[config.mk]
export PLATFORM = sky130hd
export DESIGN_NAME = lsdh_bin_ram
export DESIGN_NICKNAME = d
export VERILOG_FILES = /design/src/rtl/lsdh_pkg.sv /design/src/rtl/lsdh_bin_ram.sv
export SDC_FILE = /design/constraint.sdc
export NUM_CORES = 2
export LEC_CHECK = 0
export BUFFER_PORTS_ARGS = -buffer_cell sky130_fd_sc_hd__buf_2
export CAP_MARGIN = 20
export CORE_MARGIN = 2
export CORE_UTILIZATION = 52
export CTS_BUF_LIST = sky130_fd_sc_hd__clkbuf_2
export DETAILED_ROUTE_END_ITERATION = 8
export GPL_TIMING_DRIVEN = 0
export HOLD_SLACK_MARGIN = 0.06
export PLACE_DENSITY_LB_ADDON = 0.3
export SETUP_SLACK_MARGIN = 0.2
export SYNTH_ARGS = -nofsm -noshare
export SYNTH_HDL_FRONTEND = slang
export SYNTH_SLANG_ARGS = --single-unit
[constraint.sdc]
create_clock -name clk -period 1.4 [get_ports clk]
set_input_delay 0.21 -clock clk [delete_from_list [all_inputs] [get_ports clk]]
set_output_delay 0.21 -clock clk [all_outputs]
set_load 0.01 [all_outputs]
[src/rtl/lsdh_pkg.sv]
package lsdh_pkg;

	localparam int BIN_COUNT = 64;
	localparam int BIN_W = (BIN_COUNT > 1) ? $clog2(BIN_COUNT) : 1;
	localparam int OUT_IDX_W = 6;
	localparam int DATA_W = 64;
	localparam int HALF_W = DATA_W / 2;
	localparam int LEN_W = 7;
	localparam int CMP_W = 8;
	localparam int PADDR_W = 3;
	localparam int PDATA_W = 32;

	// register indexes, decoded from paddr[2]
	localparam logic REG_DYN_RANGE = 1'b0;
	localparam logic REG_HIST_EN = 1'b1;

	localparam logic ACT_RECORD = 1'b0;
	localparam logic ACT_READ = 1'b1;

	typedef enum logic [2:0] {
		ST_IDLE,
		ST_PREP,
		ST_MUL,
		ST_LZ1,
		ST_LZ2,
		ST_RD,
		ST_WB
	} state_t;

	typedef struct packed {
		logic done;
		logic ovf;
	} mul_stat_t;

	function automatic logic [3:0] byte_bitlen(input logic [7:0] b);
		logic [3:0] n;
		n = 4'd0;
		for (int i = 0; i < 8; i++) begin
			if (b[i]) n = 4'(i + 1);
		end
		return n;
	endfunction

endpackage

[src/rtl/lsdh_bin_ram.sv]
module lsdh_bin_ram (
	input  logic                          clk,
	input  logic                          arst_n,
	input  logic [lsdh_pkg::BIN_W-1:0]    rd_addr,
	output logic [lsdh_pkg::DATA_W-1:0]   rd_data,
	input  logic                          we,
	input  logic [lsdh_pkg::BIN_W-1:0]    wr_addr,
	input  logic [lsdh_pkg::DATA_W-1:0]   wr_data
);

	logic [lsdh_pkg::DATA_W-1:0]    mem [lsdh_pkg::BIN_COUNT];
	logic [lsdh_pkg::BIN_COUNT-1:0] valid_q;
	logic [lsdh_pkg::DATA_W-1:0]    rdata_q;
	logic                           rvalid_q;

	always_ff @(posedge clk) begin
		if (we) mem[wr_addr] <= wr_data;
		rdata_q <= mem[rd_addr];
	end

	// a bin never written reads as zero
	always_ff @(posedge clk or negedge arst_n) begin
		if (!arst_n) begin
			valid_q <= '0;
			rvalid_q <= 1'b0;
		end else begin
			rvalid_q <= valid_q[rd_addr];
			if (we) valid_q[wr_addr] <= 1'b1;
		end
	end

	assign rd_data = rvalid_q ? rdata_q : '0;

endmodule

==> results.txt <==
Status - finished, violations left
Failing checks - hold timing, setup timing
Grt met2 use - 0.460
Delay-heaviest family, CP - buffers and inverters
IO Port Bufs - 134
Async SR Flop Fraction - 0.0154
Setup slack after layout - -2170 ps
Post-synth top flop - edfxtp_1
Synth-to-layout area growth - 18.2%
Commonest cells in the netlist - 4096 x edfxtp_1, 1040 x mux4_2, 260 x a22oi_1
Tot Pwr - 238 mW
Met3 Usage GRT - 0.0883
Total routed wirelength - 474 mm
Average wire per standard cell - 35.7 um
DIE HEIGHT - 556 um
Type of the worst min-delay path - in -> reg
Share of post-route cells with drive strength above 1 - 0.410
Clk sinks - 4225
Placed Area - 170000 um^2
Vias in the first global route - 86062
Top-count cell post-synth - edfxtp_1
Final setup TNS - -358250 ps
Crit share post-route - 2.55
CP startpoint kind - register
Cell taking the most area after synthesis - edfxtp_1
Synth Area in XOR/XNOR - 0
Die width - 556 um
Clk slew on worst S/H paths - 110 ps
Vias post-DR - 85497
Post-Synth Adder-Cell Area - 0
Initial antenna violation count - 15
CTS tree - yes
CTS Buf Count - 965
Clock Latency Late Sink - 2350 ps
Post-synth cell types - 32
Core region area - 303000 um^2
Final hold vios - 1661
Routed Antenna Nets - 0
Fmax - 0.280 GHz
Io pins - 143
FF+latch count, synth - 4225
CP max FO - 9
GRT overflow - 0
CP Buf/Inv Count - 4
Yosys warns - 0
Fin crit period - 3570 ps
Layout Nets - 8562
Synth area leaders - edfxtp_1 78%, mux4_2 15%, a22oi_1 1.2%
Worst EP required - 1190 ps
Max Cap Viol - 0
Compound-cell area share of the yosys netlist - 0.0265
Post-synth EDFFs - 4096
Largest family of logic cells by synthesized area - multiplexers
Setup-failing EPs final - 878
Rel. slew slack - 0.224
Routability Congestion - 0.868
Cell count after synthesis - 6749
RSZ-0062 raised after global routing - true
Met1 Track Usage GR - 0.406
# DRC - 0
First-pass iteration count of the detailed router - 7
Initial DRC count - 12901
Register area share after synthesis - 0.794
Clk buf depth - 4
Post-Synth Simple-Gate Area - 0.0144
Post-route cell area - 188000 um^2
VDD IR-drop max - 758 uV
Initial Util - 0.523
Syn_area_per_cell - 23.5 um^2
Die area - 310000 um^2
Via count normalized by instance count - 6.45
Mapped Area - 159000 um^2
Dpl hpwl - 306 mm
H-tree Lvls - 6
Syn Nets - 6828
Critical path endpoint category - primary output
Reg-to-reg setup timing slack - -540 ps
Clock root buffer - clkbuf_2
Cell Pwr Density - 1270 nW/um^2
Mux cell area share after synthesis - 0.153
Measured slew at the worst slew-check pin - 1160 ps
Arr. time, crit path - 3360 ps
Crit path cell chain - clkbuf_16 -> buf_4 -> buf_16 -> and2_4 -> buf_2
Layout Cells excl Fill - 13265
Critical Path Slowest Stage Cell - dfrtp_1
Leakage - 60.8 nW
Slew Viols, Final - 0
Total track usage - 0.305
Critical setup path kind - reg -> out
Synth top area share - 0.775
Clock Skews - 263 ps
Largest net degree at the start of global routing - 66
First-pass GRT wire length - 652 mm
CP peak stage delay - 400 ps
Placed cells - 11096
Num rows - 202
Gr busiest metal - met2
Hold slack - -632 ps
[cells in the final DEF, fill, tap and decap left out, types with 66 or more instances in the layout]
master and instances:
edfxtp_1 4096, clkbuf_2 1446, mux4_2 1040, dlygate4sd3_1 284, clkinv_1 253, buf_12 202, a22oi_1 201, buf_2 172
clkbuf_1 152, buf_4 87, buf_16 80, nand3_1 74, buf_6 68, or2_2 66
[worst register-to-register path: stages, from the launching register on]
cell      delay, ps
edfxtp_1        380
mux4_2          510
mux2i_4         230
o22ai_4         160
o21ai_4         260
a31oi_1          60
[layout make-up]
| type | count | area (um^2) |
|---|---|---|
| inverters | 1 | 3.75 |
| clock inverters | 340 | 1960 |
| repair buffers | 767 | 10800 |
| fillers | 20645 | 116000 |
| flip-flops and latches | 4225 | 126000 |
| diodes | 17 | 42.5 |
| multi-input cells | 2132 | 34600 |
| well taps | 3978 | 4980 |
| clock buffers | 1414 | 7080 |
| plain buffers | 391 | 2240 |
[kinds of logic (layout without fill, tap and decap cells)]
| logic type | after synthesis | count (layout) |
|---|---|---|
| AOI/OAI and AO/OA | 585 | 585 |
| and+or+nand+nor | 419 | 419 |
| muxes | 1128 | 1128 |
| DFF | 4225 | 4225 |
| other | 0 | 17 |
| buffers and inverters | 392 | 2913 |
[registers in the layout, summed over array words and instances, names as in the netlist]
| register | count |
|---|---|
| mem | 4096 |
| rdata_q | 64 |
| valid_q | 64 |
| rvalid_q | 1 |
[path summary, 6_finish.rpt]
kind                        startpoint          end  cells after the start
min reg2reg                valid_q[30]  valid_q[30]                      1
min                                 we   mem[1][52]                      4
max in group asynchronous       arst_n  valid_q[16]                      7
max                           rvalid_q  rd_data[52]                      5
max reg2reg                mem[61][43]  rdata_q[43]                      5
min in group asynchronous       arst_n  valid_q[33]                      7
[routing by layer]
metal,up-vias,wire [um]
li1,33294,-
met1,44380,163000
met2,6813,219000
met3,1004,64900
met4,6,27100
met5,-,47
[per-stage QoR]
| step | utilization | worst slack [ps] | hold WS (ps) |
|---|---|---|---|
| 2_1_floorplan | - | -1460 | -85.6 |
| 3_3_place_gp | 0.544 | -3720 | 445 |
| 3_5_place_dp | 0.560 | -3350 | 358 |
| 4_1_cts | 0.614 | -2420 | -1540 |
| 5_1_grt | 0.618 | -2260 | -625 |
| 6_report | 0.618 | -2170 | -632 |
[power by group]
part           internal [mW]  leakage (nW)  switching [mW]  total (mW)
sequential               140          38.2           0.477         140
combinational           7.27          15.8            10.9        18.1
clock                   29.5          6.78            49.8        79.3
total                    177          60.8            61.1         238
[timing repair]
action,in CTS,in global routing
resized for setup,646,195
pin swaps,156,78
endpoints found under the setup margin,129,3627
hold buffers,329,24
endpoints found under the hold margin,8386,4225
cloned,0,1
setup buffers,4,38
Power figures use the tool's default switching activity.
