$ cat config.mk
export PLATFORM = sky130hd
export DESIGN_NAME = lsdh_mul
export DESIGN_NICKNAME = d
export VERILOG_FILES = /design/src/rtl/lsdh_pkg.sv /design/src/rtl/lsdh_mul.sv
export SDC_FILE = /design/constraint.sdc
export NUM_CORES = 2
export LEC_CHECK = 0
export CAP_MARGIN = 20
export CORE_MARGIN = 8
export CORE_UTILIZATION = 44
export CTS_BUF_LIST = sky130_fd_sc_hd__clkbuf_16
export DETAILED_ROUTE_END_ITERATION = 6
export DONT_BUFFER_PORTS = 1
export GPL_ROUTABILITY_DRIVEN = 1
export PLACE_DENSITY = 0.7
export SLEW_MARGIN = 20
export SYNTH_ARGS = -nofsm -noshare
export SYNTH_HDL_FRONTEND = slang
export SYNTH_SLANG_ARGS = --single-unit
$ cat constraint.sdc
create_clock -name clk -period 27.6 [get_ports clk]
set_input_delay 5.52 -clock clk [delete_from_list [all_inputs] [get_ports clk]]
set_output_delay 5.52 -clock clk [all_outputs]
set_load 0.005 [all_outputs]
$ cat src/rtl/lsdh_pkg.sv
package lsdh_pkg;

	localparam int BIN_COUNT = 64;
	localparam int BIN_W = (BIN_COUNT > 1) ? $clog2(BIN_COUNT) : 1;
	localparam int OUT_IDX_W = 6;
	localparam int DATA_W = 64;
	localparam int HALF_W = DATA_W / 2;
	localparam int LEN_W = 7;
	localparam int CMP_W = 8;
	localparam int PADDR_W = 3;
	localparam int PDATA_W = 32;

	// register indexes, decoded from paddr[2]
	localparam logic REG_DYN_RANGE = 1'b0;
	localparam logic REG_HIST_EN = 1'b1;

	localparam logic ACT_RECORD = 1'b0;
	localparam logic ACT_READ = 1'b1;

	typedef enum logic [2:0] {
		ST_IDLE,
		ST_PREP,
		ST_MUL,
		ST_LZ1,
		ST_LZ2,
		ST_RD,
		ST_WB
	} state_t;

	typedef struct packed {
		logic done;
		logic ovf;
	} mul_stat_t;

	function automatic logic [3:0] byte_bitlen(input logic [7:0] b);
		logic [3:0] n;
		n = 4'd0;
		for (int i = 0; i < 8; i++) begin
			if (b[i]) n = 4'(i + 1);
		end
		return n;
	endfunction

endpackage

$ cat src/rtl/lsdh_mul.sv
module lsdh_mul (
	input  logic                          clk,
	input  logic                          arst_n,
	input  logic                          start,
	input  logic [lsdh_pkg::DATA_W-1:0]   a,
	input  logic [lsdh_pkg::DATA_W-1:0]   b,
	output logic [lsdh_pkg::DATA_W-1:0]   product,
	output lsdh_pkg::mul_stat_t           stat
);

	localparam int HW = lsdh_pkg::HALF_W;

	logic                 run_q;
	logic [1:0]           step_q;
	logic [2*HW-1:0]      prod_q;
	logic [2*HW-1:0]      acc_q;
	logic                 ovf_q;
	logic [HW-1:0]        op_a;
	logic [HW-1:0]        op_b;
	logic [2*HW-1:0]      mul_res;
	logic [HW:0]          hi_sum;
	logic                 step_ovf;

	// one 32x32 partial product per cycle: lo*lo, hi*lo, lo*hi
	always_comb begin
		case (step_q)
			2'd0: begin
				op_a = a[HW-1:0];
				op_b = b[HW-1:0];
			end
			2'd1: begin
				op_a = a[2*HW-1:HW];
				op_b = b[HW-1:0];
			end
			2'd2: begin
				op_a = a[HW-1:0];
				op_b = b[2*HW-1:HW];
			end
			default: begin
				op_a = '0;
				op_b = '0;
			end
		endcase
	end

	assign mul_res = {{HW{1'b0}}, op_a} * {{HW{1'b0}}, op_b};

	// cross term lands at bit 32; anything past bit 63 is overflow
	assign hi_sum = {1'b0, acc_q[2*HW-1:HW]} + {1'b0, prod_q[HW-1:0]};
	assign step_ovf = (prod_q[2*HW-1:HW] != '0) || hi_sum[HW];

	assign product = {hi_sum[HW-1:0], acc_q[HW-1:0]};
	assign stat.done = run_q && (step_q == 2'd3);
	assign stat.ovf = ovf_q || step_ovf;

	always_ff @(posedge clk or negedge arst_n) begin
		if (!arst_n) begin
			run_q <= 1'b0;
			step_q <= 2'd0;
		end else if (start) begin
			run_q <= 1'b1;
			step_q <= 2'd0;
		end else if (run_q) begin
			step_q <= step_q + 2'd1;
			if (step_q == 2'd3) run_q <= 1'b0;
		end
	end

	always_ff @(posedge clk) begin
		if (run_q) begin
			prod_q <= mul_res;
			case (step_q)
				2'd0: ovf_q <= (a[2*HW-1:HW] != '0) && (b[2*HW-1:HW] != '0);
				2'd1: acc_q <= prod_q;
				2'd2: begin
					acc_q <= product;
					ovf_q <= ovf_q || step_ovf;
				end
				default: ;
			endcase
		end
	end

endmodule

==> results.py <==
metrics = {
    "run_status": {
        "outcome": "completed",
    },
    "grt": {
        "grt_pass1_vias": 32800,
        "grt_max_degree": 69,
        "track_usage_pct": 27.6,
        "grt_pass1_wl_mm": 204,
        "antenna_found_initial": 18,
        "grt-ovfl-total": 0,
    },
    "timing": {
        "tns_ns": 0,
        "clock_skew_ns": 0.00872,
        "relSlewSlack_pct": 19.9,
        "finalMaxSlewViolations": 0,
        "rsz0062_at_grt": "false",
        "finalHoldViolations": 0,
        "fmax_mhz": 73.2,
        "setup_violations": 0,
        "hold_slack_ns": 0.597,
        "min_period_ns": 13.67,
        "fin_crit_sh_pct": 49.5,
        "max_slew.worst_pin.slew_ns": 1.19,
    },
    "worst_hold_path": {
        "min_path_type": "reg -> reg",
    },
    "critical_path": {
        "critical_path.most_common_cell": "fa_1",
        "critPathArrivalTime_ns": 13.83,
        "path_delay_family": "adder cells",
        "cp_max_fo": 14,
        "cp_slowest_cell": "a22oi_2",
        "reg2reg_slack_ns": 16.37,
        "r2r-end": "prod_q[63]",
        "path_class": "in -> reg",
        "r2r_cells": 27,
        "crit_buf_inv": 7,
        "worstReg2RegStart": "step_q[0]",
        "start_kind": "input port",
        "crit_required_ns": 27.76,
        "cpPeakStageDelay_ns": 0.71,
        "endpoint": "prod_q[63]",
        "crit_path_end_kind": "flip-flop",
        "crit_cells": 27,
        "startpoint": "b[34]",
    },
    "floorplan": {
        "start_util_pct": 44.2,
        "die_w_um": 316,
        "die-height_um": 316,
        "num_io_pins": 197,
        "core_mm2": 0.0897,
        "rows": 110,
        "fp.dieArea_mm2": 0.100,
    },
    "yosys": {
        "synth_edf_count": 129,
        "ys_seq_area_share_pct": 9.95,
        "syn_area_mm2": 0.0397,
        "synth_area_per_cell_um2": 9.12,
        "synth_top_cell_by_area": "fa_1",
        "synth_seq_cells": 132,
        "syn_nets": 5676,
        "synth_common_cells": "fa_1 (897), inv_1 (853), nor2_1 (646)",
        "ys.flop_type": "edfxtp_1",
        "async_reset_ff_share_pct": 2.27,
        "synth_top_area_share_pct": 45.3,
        "yosys_warnings": 0,
        "yosys-top-cells-area": "fa_1 (45%), edfxtp_1 (9.8%), ha_1 (9.4%)",
        "ys_types": 73,
        "synth_most_common_cell": "fa_1",
        "syn_inst": 4349,
    },
    "layout": {
        "fin_util_pct": 46.1,
        "layout.nets": 5509,
        "areaGrowthSynthToFinish_pct": 4.19,
        "drive_gt1_share_pct": 5.05,
    },
    "place": {
        "portBuffers": 0,
        "hpwl_mm": 108,
        "finalWeightedCongestion": 1.02,
    },
    "clock_network": {
        "cts_setup_buffers": 0,
        "cts-root-buf": "clkbuf_16",
        "cts_tree": "built",
        "clk_pin_slew_ns": 0.06,
        "cts-hold-fix-buffers": 0,
        "clk_latency_ns": 0.42,
        "cts_buffers": 17,
        "clock-sinks": 132,
        "cts_resized": 0,
        "cts_htree_levels": 4,
        "clock_path_buffers": 2,
    },
    "drt": {
        "route.detailed.drc": 0,
        "drt-total-wl_mm": 138,
        "wl_per_cell_um": 25.6,
        "ant_nets": 0,
        "firstDrtPassIters": 6,
        "vias": 31400,
        "viasPerCell": 5.82,
        "drt_iter0_markers": 3356,
    },
    "run": {
        "maxCapViolCount": 0,
    },
}
worst min-delay path by stage:
stage / endpoint / startpoint / slack, ns / cells after the start
final: acc_q[32] / prod_q[32] / 0.60 / 1
after global routing: acc_q[32] / prod_q[32] / 0.62 / 1
after CTS: acc_q[32] / prod_q[32] / 0.60 / 1
after detailed placement: acc_q[32] / prod_q[32] / 0.58 / 1
after global placement: acc_q[32] / prod_q[32] / 0.57 / 1
after floorplan: acc_q[60] / prod_q[60] / 0.53 / 2
sequential cells by signal, indices dropped and copies added (netlist names):
register / cells
acc_q: 64
run_q: 1
ovf_q: 1
prod_q: 64
step_q: 2
logic make-up after synthesis:
kind of cell / after synthesis / share of synthesized area [%]
fa+ha+maj: 1196 / 54.7
buf+inv: 1118 / 11.0
simple gates: 1366 / 14.2
flops: 132 / 9.95
compound gates: 417 / 7.37
mux: 31 / 0.877
xor+xnor: 89 / 1.96
cell type report:
cell class | instances | area, µm²
timing repair buffer | 79 | 593
clock inverter | 14 | 160
fill | 8589 | 48400
sequential | 132 | 3950
multi-input combinational | 3099 | 31500
tap | 1176 | 1470
antenna | 30 | 75.1
inverter | 853 | 3200
clock buffer | 17 | 425
cells in the final DEF, fill, tap and decap left out, drive strengths merged, types with 5 or more instances in the layout:
master  Yosys  final
nand4      19     19
inv       853    855
xor2       36     36
diode       0     30
a21o       56     56
o21a       16     16
xnor2      53     53
clkbuf    214     17
a22o       33     33
nor4       27     27
nand2b      5      5
nor2b      42     42
mux2       30     30
a211oi     10     10
a21oi     100    100
nand3      21     21
nor3       10     10
clkinv      0      5
edfxtp    129    129
o21ai      42     42
buf        51     79
and2       13     13
nor2      646    646
ha        299    299
o211ai      8      8
o22ai       6      6
a22oi      63     63
a31oi      12     12
a41oi       6      6
nand2     516    516
o21bai     24     24
or2        37     37
fa        897    897
and3       15     15
metal layers:
layer | global-route usage [%] | vias to the layer above | part of all wire, %
li1 | - | 12900 | -
met1 | 33.0 | 15800 | 35
met2 | 42.2 | 2166 | 43
met3 | 10.4 | 564 | 14
met4 | 16.9 | 4 | 7.9
met5 | 0 | - | 0.022
metrics by stage:
step	cell area, µm²	setup slack, ns	instances
after global routing	41300	13.56	5377
after floorplan	39700	14.55	4349
after detailed placement	40700	13.62	5339
after CTS	41300	14.03	5370
final	41300	13.93	5400
after global placement	40700	13.76	5338
Power is left out: the tool's default activity adds up to more than one toggle a clock period on the data nets, which glitch-free logic cannot reach.
